**config.mk**
```make
export PLATFORM = sky130hd
export DESIGN_NAME = crcm_ctrl
export DESIGN_NICKNAME = d
export VERILOG_FILES = /design/src/crcm_pkg.sv /design/src/crcm_ctrl.sv
export SDC_FILE = /design/constraint.sdc
export NUM_CORES = 1
export LEC_CHECK = 0
export ABC_AREA = 1
export ABC_CLOCK_PERIOD_IN_PS = 2100
export BUFFER_PORTS_ARGS = -buffer_cell sky130_fd_sc_hd__buf_2
export CAP_MARGIN = 25
export CORE_UTILIZATION = 45
export DETAILED_ROUTE_END_ITERATION = 8
export MAX_ROUTING_LAYER = met4
export PLACE_DENSITY_LB_ADDON = 0.08
export REMOVE_ABC_BUFFERS = 1
export SLEW_MARGIN = 20
export SYNTH_ARGS = -nofsm -noshare
export SYNTH_HDL_FRONTEND = slang
export SYNTH_SLANG_ARGS = --single-unit
```
**constraint.sdc**
```tcl
create_clock -name clk -period 2.1 [get_ports clk]
set_clock_uncertainty 0.2 [all_clocks]
set_input_delay 0.105 -clock clk [delete_from_list [all_inputs] [get_ports clk]]
set_output_delay 0.105 -clock clk [all_outputs]
set_load 0.02 [all_outputs]
```
**src/crcm_pkg.sv**
```systemverilog
`timescale 1ns / 1ps
`default_nettype none
package crcm_pkg;

  localparam int unsigned MAX_CELLS_DEF = 1024;
  localparam int unsigned NUM_CAT_DEF   = 16;
  localparam int unsigned DIV_W         = 32;

  typedef enum logic [1:0] {
    CMD_INIT   = 2'd0,
    CMD_LAYOUT = 2'd1,
    CMD_MARK   = 2'd2,
    CMD_QUERY  = 2'd3
  } cmd_t;

  typedef enum logic [7:0] {
    REG_TOTAL_CLUSTERS = 8'd0,
    REG_MAP_CELLS      = 8'd1,
    REG_SYSTEM_CAT     = 8'd2,
    REG_UNCHECKED_CAT  = 8'd3
  } reg_idx_t;

  // datapath operations, one per cycle
  typedef enum logic [4:0] {
    DP_NOP,
    DP_LOAD,
    DP_CLR_STEP,
    DP_INIT_STEP,
    DP_DIV_LT,
    DP_DIV_LC,
    DP_DIV_MK,
    DP_LAY_A,
    DP_LAY_B,
    DP_LAY_FILL,
    DP_MK_A,
    DP_MK_N,
    DP_RD_NEW,
    DP_WR_NEW,
    DP_RD_OLD,
    DP_WR_OLD,
    DP_MK_NEXT,
    DP_MUL_F,
    DP_MUL_C,
    DP_MK_END,
    DP_OW_STEP,
    DP_Q_RD,
    DP_Q_CMP,
    DP_RES
  } dp_op_t;

  typedef struct packed {
    dp_op_t op;
  } ctl_t;

  typedef struct packed {
    cmd_t cmd;
    logic mode;
    logic each_zero;
    logic q_err;
    logic div_done;
    logic div_q_zero;
    logic sweep_last;
    logic cell_last;
    logic mk_go;
    logic ow_go;
    logic cat_last;
  } st_t;

endpackage
`default_nettype wire

```
**src/crcm_ctrl.sv**
```systemverilog
`timescale 1ns / 1ps
`default_nettype none
module crcm_ctrl (
  input  wire logic           clk,
  input  wire logic           rst_n,
  input  wire logic           in_valid,
  output logic                in_ready,
  output logic                out_valid,
  input  wire logic           out_ready,
  input  wire crcm_pkg::st_t  st,
  output crcm_pkg::ctl_t      ctl
);
  typedef enum logic [4:0] {
    S_CLR, S_IDLE, S_DISP, S_INIT,
    S_LDIV1, S_LW1, S_LA, S_LDIV2, S_LW2, S_LB, S_LFILL,
    S_MDIV, S_MW, S_MA, S_MCHK, S_RDN, S_WRN, S_RDO, S_WRO, S_MNX,
    S_MM1, S_MM2, S_MM3, S_OW,
    S_QRD, S_QCMP, S_DONE
  } state_t;

  state_t state_r, state_nxt;
  logic   out_valid_r;
  logic   acc, res_ok;

  assign acc    = in_valid && (state_r == S_IDLE);
  assign res_ok = !out_valid_r || out_ready;

  always_comb begin
    state_nxt = state_r;
    ctl.op    = crcm_pkg::DP_NOP;
    unique case (state_r)
      S_CLR: begin
        ctl.op = crcm_pkg::DP_CLR_STEP;
        if (st.sweep_last) state_nxt = S_IDLE;
      end
      S_IDLE: begin
        if (acc) begin
          ctl.op    = crcm_pkg::DP_LOAD;
          state_nxt = S_DISP;
        end
      end
      S_DISP: begin
        unique case (st.cmd)
          crcm_pkg::CMD_INIT:   state_nxt = S_INIT;
          crcm_pkg::CMD_LAYOUT: state_nxt = S_LDIV1;
          crcm_pkg::CMD_MARK: begin
            priority if (st.mode)      state_nxt = S_MM1;
            else if (st.each_zero)     state_nxt = S_DONE;
            else                       state_nxt = S_MDIV;
          end
          crcm_pkg::CMD_QUERY:  state_nxt = st.q_err ? S_DONE : S_QRD;
          default:              state_nxt = S_DONE;
        endcase
      end
      S_INIT: begin
        ctl.op = crcm_pkg::DP_INIT_STEP;
        if (st.sweep_last) state_nxt = S_DONE;
      end
      S_LDIV1: begin
        ctl.op    = crcm_pkg::DP_DIV_LT;
        state_nxt = S_LW1;
      end
      S_LW1: if (st.div_done) state_nxt = S_LA;
      S_LA: begin
        ctl.op    = crcm_pkg::DP_LAY_A;
        state_nxt = st.div_q_zero ? S_LDIV2 : S_LFILL;
      end
      S_LDIV2: begin
        ctl.op    = crcm_pkg::DP_DIV_LC;
        state_nxt = S_LW2;
      end
      S_LW2: if (st.div_done) state_nxt = S_LB;
      S_LB: begin
        ctl.op    = crcm_pkg::DP_LAY_B;
        state_nxt = S_DONE;
      end
      S_LFILL: begin
        ctl.op = crcm_pkg::DP_LAY_FILL;
        if (st.cell_last) state_nxt = S_DONE;
      end
      S_MDIV: begin
        ctl.op    = crcm_pkg::DP_DIV_MK;
        state_nxt = S_MW;
      end
      S_MW: if (st.div_done) state_nxt = S_MA;
      S_MA: begin
        ctl.op    = crcm_pkg::DP_MK_A;
        state_nxt = S_MCHK;
      end
      S_MCHK: begin
        if (st.mk_go) begin
          ctl.op    = crcm_pkg::DP_MK_N;
          state_nxt = S_RDN;
        end else begin
          state_nxt = S_DONE;
        end
      end
      S_RDN: begin
        ctl.op    = crcm_pkg::DP_RD_NEW;
        state_nxt = S_WRN;
      end
      S_WRN: begin
        ctl.op    = crcm_pkg::DP_WR_NEW;
        state_nxt = S_RDO;
      end
      S_RDO: begin
        ctl.op    = crcm_pkg::DP_RD_OLD;
        state_nxt = S_WRO;
      end
      S_WRO: begin
        ctl.op    = crcm_pkg::DP_WR_OLD;
        state_nxt = S_MNX;
      end
      S_MNX: begin
        ctl.op    = crcm_pkg::DP_MK_NEXT;
        state_nxt = S_MCHK;
      end
      S_MM1: begin
        ctl.op    = crcm_pkg::DP_MUL_F;
        state_nxt = S_MM2;
      end
      S_MM2: begin
        ctl.op    = crcm_pkg::DP_MUL_C;
        state_nxt = S_MM3;
      end
      S_MM3: begin
        ctl.op    = crcm_pkg::DP_MK_END;
        state_nxt = S_OW;
      end
      S_OW: begin
        if (st.ow_go) ctl.op = crcm_pkg::DP_OW_STEP;
        else          state_nxt = S_DONE;
      end
      S_QRD: begin
        ctl.op    = crcm_pkg::DP_Q_RD;
        state_nxt = S_QCMP;
      end
      S_QCMP: begin
        ctl.op    = crcm_pkg::DP_Q_CMP;
        state_nxt = st.cat_last ? S_DONE : S_QRD;
      end
      S_DONE: begin
        if (res_ok) begin
          ctl.op    = crcm_pkg::DP_RES;
          state_nxt = S_IDLE;
        end
      end
      default: state_nxt = S_IDLE;
    endcase
  end

  always_ff @(posedge clk) begin
    if (!rst_n) begin
      state_r     <= S_CLR;
      out_valid_r <= 1'b0;
    end else begin
      state_r <= state_nxt;
      if (ctl.op == crcm_pkg::DP_RES) begin
        out_valid_r <= 1'b1;
      end else if (out_ready) begin
        out_valid_r <= 1'b0;
      end
    end
  end

  assign in_ready  = state_r == S_IDLE;
  assign out_valid = out_valid_r;

  a_clear_after_reset: assert property (@(posedge clk)
    !rst_n |=> state_r == S_CLR) else $error("no clearing pass after reset");
  a_res_slot_free: assert property (@(posedge clk) disable iff (!rst_n)
    ctl.op == crcm_pkg::DP_RES |-> !out_valid_r || out_ready)
    else $error("result overwritten before taken");
  a_accept_dispatch: assert property (@(posedge clk) disable iff (!rst_n)
    acc |=> state_r == S_DISP) else $error("accepted item not dispatched");
  a_one_result: assert property (@(posedge clk) disable iff (!rst_n)
    ctl.op == crcm_pkg::DP_RES |=> out_valid_r && state_r == S_IDLE)
    else $error("result not presented");

endmodule
`default_nettype wire
```
Word-level counts from Yosys, hierarchy flattened
Index checks and enable logic that the tools add are counted.
- register bits: 6
- input bits: 16
- word-level logic and storage cells: 73
- eq/ne operators: 39
- mux-type cells: 24
- reductions and logical operators: 8
- operator list (kind ; number):
    5-bit case mux with 26 select lines ; 1
    5-bit case mux with 23 select lines ; 1
    5-bit 2-to-1 mux ; 14
    5-bit == test, second input constant ; 12
    5-bit by 4-bit == test with 1-bit output, second input constant ; 8
    5-bit by 3-bit == test with 1-bit output, second input constant ; 4
    5-bit case mux with 4 select lines ; 1
    2-bit inequality test, second input constant ; 8
    5-bit by 2-bit == test with 1-bit output, second input constant ; 2
    9-bit AND reduction ; 1
    4-bit 2-to-1 mux ; 2
    5-bit by 1-bit == test with 1-bit output, second input constant ; 1
    5-bit zero test ; 1
    2-bit == test, second input constant ; 2
    2-bit 2-to-1 mux ; 2
    1-bit 2-to-1 mux ; 3
    2-bit by 1-bit == test with 1-bit output, second input constant ; 1
    2-bit zero test ; 1
    2-bit by 1-bit inequality test with 1-bit output, second input constant ; 1
    2-bit nonzero test ; 1
    2-bit OR reduction ; 1
    1-bit logical AND ; 1
    1-bit zero test ; 1
    1-bit logical OR ; 1

Logic depth before layout (Yosys ltp)
- depth after elaboration: 6
- gate-level depth with buffers: 12

Worst setup path after synthesis
Ideal clock, no wire load.
- path kind: flip-flop to flip-flop
- start point: register state_r[0]
- end point: register state_r[1]
- setup time: 0.120 ns
- arrival time: 1.405 ns
- required time: 1.780 ns
- slack: 0.375 ns
- stages on the path, launching flop included: 10
- path buffers: 0
- period minus slack after synthesis: 1.725 ns
- cell sequence: dfxtp_1 > nand3_1 > nor2_2 > nand2_1 > nand2_1 > inv_2 > nand3_4 > inv_2 > nand2_1 > a21oi_1
- longest elaborated chain between the ends: 4
- elaborated cells between the ends (all ways): 40
- ends and longest elaborated chain (element ; RTL line ; RTL):
    start: declaration ; crcm_ctrl.sv:21 ; state_t state_r, state_nxt;
    start signal: assignment ; crcm_ctrl.sv:157 ; state_r <= state_nxt;
    5-bit by 1-bit == test with 1-bit output * ; - ;
    net in_ready ; crcm_ctrl.sv:7 ; output logic in_ready,
    1-bit logical AND ; crcm_ctrl.sv:25 ; assign acc = in_valid && (state_r == S_IDLE);
    2-bit by 1-bit inequality test with 1-bit output (no source line) ; - ;
    9-bit AND reduction (no source line) ; - ;
Mark *: on every way through the listed nets, which the timed path passes. The rest lies on a longest branch.
A chain may end at the register's enable or synchronous reset.

==> results.py <==
metrics = {
    "detailed_routing": {
        "routed_wl_um": 3810,
        "first_pass_iters": 4,
        "via_per_inst": 5.70,
        "wl_per_cell_um": 14.0,
        "post-route-drc-count": 0,
        "vias": 1556,
        "drtIter0Drc": 96,
        "final_antenna_net_count": 0,
    },
    "final_layout": {
        "n_fill_cell": 225,
        "fin_util_pct": 62.6,
        "areaGrowthSynthToFinish_pct": 26.7,
        "fin_nets": 263,
        "drive_gt1_share_pct": 29.8,
        "antenna_cells": 0,
        "fin_area_um2": 1430,
        "final_cell_mix": "nand2_1 (57), nor2_1 (37), nand3_1 (31)",
        "final_common_cell": "nand2_1",
    },
    "worst_setup_path": {
        "path_class": "flip-flop to primary output",
        "crit_path_start_kind": "flip-flop",
        "crit_fanout": 7,
        "reg2reg_from": "state_r[4]$_SDFFE_PN0P_",
        "reg2reg_to": "state_r[0]$_SDFFE_PN0P_",
        "reg2reg_slack_ns": 0.12,
        "required_ns": 1.79,
        "end_kind": "primary output",
        "r2r_cells": 11,
        "arrival_ns": 1.70,
    },
    "floorplan": {
        "core-area_um2": 2280,
        "rows": 17,
        "die_h_um": 52.0,
        "die_area_um2": 2700,
        "die_w_um": 52.0,
        "ios": 23,
        "start_util_pct": 49.4,
    },
    "timing": {
        "fin_crit_sh_pct": 95.5,
        "tns_ns": 0,
        "min_period_ns": 2.01,
        "maxSlewHeadroom_pct": 80.0,
        "hold_violations": 0,
        "slew_viol_final": 0,
        "rsz0062_at_grt": "yes",
        "fmax_mhz": 499,
        "setup_viol": 0,
        "hold_slack_ns": 0.104,
        "worst_pin_slew_ns": 0.298,
        "final_critical_path_setup_slack_ns": 0.0948,
    },
    "logic_synthesis": {
        "ys_seq_area_share_pct": 10.7,
        "syn_inst": 211,
        "ys_ff_latch": 6,
        "synth_cell_types": 22,
        "syn_area_um2": 1120,
        "syn_area_per_cell_um2": 5.33,
        "synth_warnings": 0,
    },
    "global_route": {
        "first_global_vias": 1366,
        "grt_pass1_wl_um": 6270,
        "grt_use_total_pct": 32.5,
        "antenna_found_initial": 0,
        "grt_max_degree": 13,
        "gr-total-overflow": 0,
    },
    "hold_path": {
        "hold_path_end": "state_r[4]$_SDFFE_PN0P_",
        "whs_path_depth": 5,
        "min_path_type": "primary input to flip-flop",
        "min_from": "st[1]",
    },
    "place": {
        "gp_congestion": 0.998,
        "hpwl_um": 3000,
        "port-buffer-count": 22,
        "dpl_cell_area_um2": 1280,
        "dp_slack_ns": 0.208,
    },
    "status": {
        "status": "completed",
    },
    "run": {
        "cap_viol_max_count": 0,
    },
    "clocking": {
        "htreeDepth": 1,
        "cts_sinks": 6,
        "cts_tree": "done",
        "clock_path_buffers": 2,
        "worstSkewPairLatency_ns": 0.25,
        "root_buffer": "clkbuf_4",
        "cts.clk_slew.worst_paths_ns": 0.05,
        "cts_buffers": 3,
    },
    "power": {
        "leakagePower_nw": 0.846,
        "peakVddDrop_uv": 819,
        "p_per_area_nw_per_um2": 1020,
    },
}
==> state kept, by name (all words and copies together), names as in the netlist <==
register and count:
state_r 5, out_valid 1
==> area by class of cell <==
class	instances	area [um^2]	area share, %
repair buffers	35	229	16.1
well taps	28	35.0	2.46
inverters	30	119	8.34
multi-input cells	171	895	62.8
clock buffers	3	22.5	1.58
flip-flops and latches	6	125	8.78
==> worst max-delay path: stages, from the launching register on <==
cell and delay (ns):
dfxtp_2 0.33, clkinvlp_4 0.13, buf_4 0.12, clkbuf_2 0.17, nand2_1 0.07, nor2_1 0.25, nand2_2 0.11, nand3_1 0.10
buf_2 0.16
==> metrics by stage <==
step	std cells	power (mW)
after floorplan	207	0.940
after global placement	261	1.23
after detailed placement	261	1.23
after CTS	269	1.37
after global routing	273	1.57
final	273	1.45
==> cells in the mapped netlist <==
cell | number | area (um^2)
clkinv_2 | 1 | 5.00
inv_1 | 23 | 86.3
or2_2 | 1 | 6.26
nor2_4 | 5 | 56.3
a211oi_1 | 1 | 7.51
nor2_1 | 38 | 143
nand2_1 | 57 | 214
nand3_4 | 2 | 35.0
nor2_8 | 1 | 20.0
o21bai_2 | 1 | 11.3
nand3_1 | 32 | 160
o21ai_0 | 2 | 10.0
inv_2 | 6 | 22.5
nand4_2 | 1 | 12.5
buf_2 | 4 | 20.0
nor3_1 | 2 | 10.0
nand2_2 | 4 | 25.0
dfxtp_1 | 6 | 120
a21oi_1 | 10 | 50.1
nand4_1 | 7 | 43.8
nand3_2 | 6 | 60.1
nor2_2 | 1 | 6.26
==> power breakdown <==
part           switching, mW  total (mW)  internal [mW]
Combinational          0.731        1.12          0.386
Clock                 0.0488       0.114         0.0651
Sequential            0.0686       0.218          0.149
==> cell families (layout without fill, tap and decap cells) <==
group / after synthesis / count (layout) / synth area share, %
DFF: 6 / 6 / 10.7
and+or+nand+nor: 157 / 157 / 70.4
buffers and inverters: 34 / 68 / 11.9
AOI/OAI and AO/OA: 14 / 14 / 7.01
==> metal layers <==
layer	GRT usage, %	share of wire [%]	vias up
li1	-	-	754
met1	43.0	42	696
met2	49.4	46	94
met3	5.56	10	12
met4	11.3	2.5	0
met5	-	0	-
==> what timing repair did <==
item / 4_1_cts / 5_1_grt
setup endpoints to repair: 3 / 4
resized for setup: 3 / 9
pin swaps: 1 / 0
setup buffers: 2 / 4
hold buffers: 3 / 0
endpoints found under the hold margin: 5 / 0
==> how the worst max path moves through the flow <==
stage | startpoint | end
5_1_grt | state_r[4]$_SDFFE_PN0P_ | state_r[4]$_SDFFE_PN0P_
3_3_place_gp | state_r[2]$_SDFFE_PN0P_ | state_r[2]$_SDFFE_PN0P_
3_5_place_dp | state_r[2]$_SDFFE_PN0P_ | ctl[1]
4_1_cts | state_r[1]$_SDFFE_PN0P_ | ctl[1]
2_1_floorplan | state_r[4]$_SDFFE_PN0P_ | state_r[1]$_SDFFE_PN0P_
6_report | state_r[4]$_SDFFE_PN0P_ | ctl[3]
(Power assumes the default switching activity.)
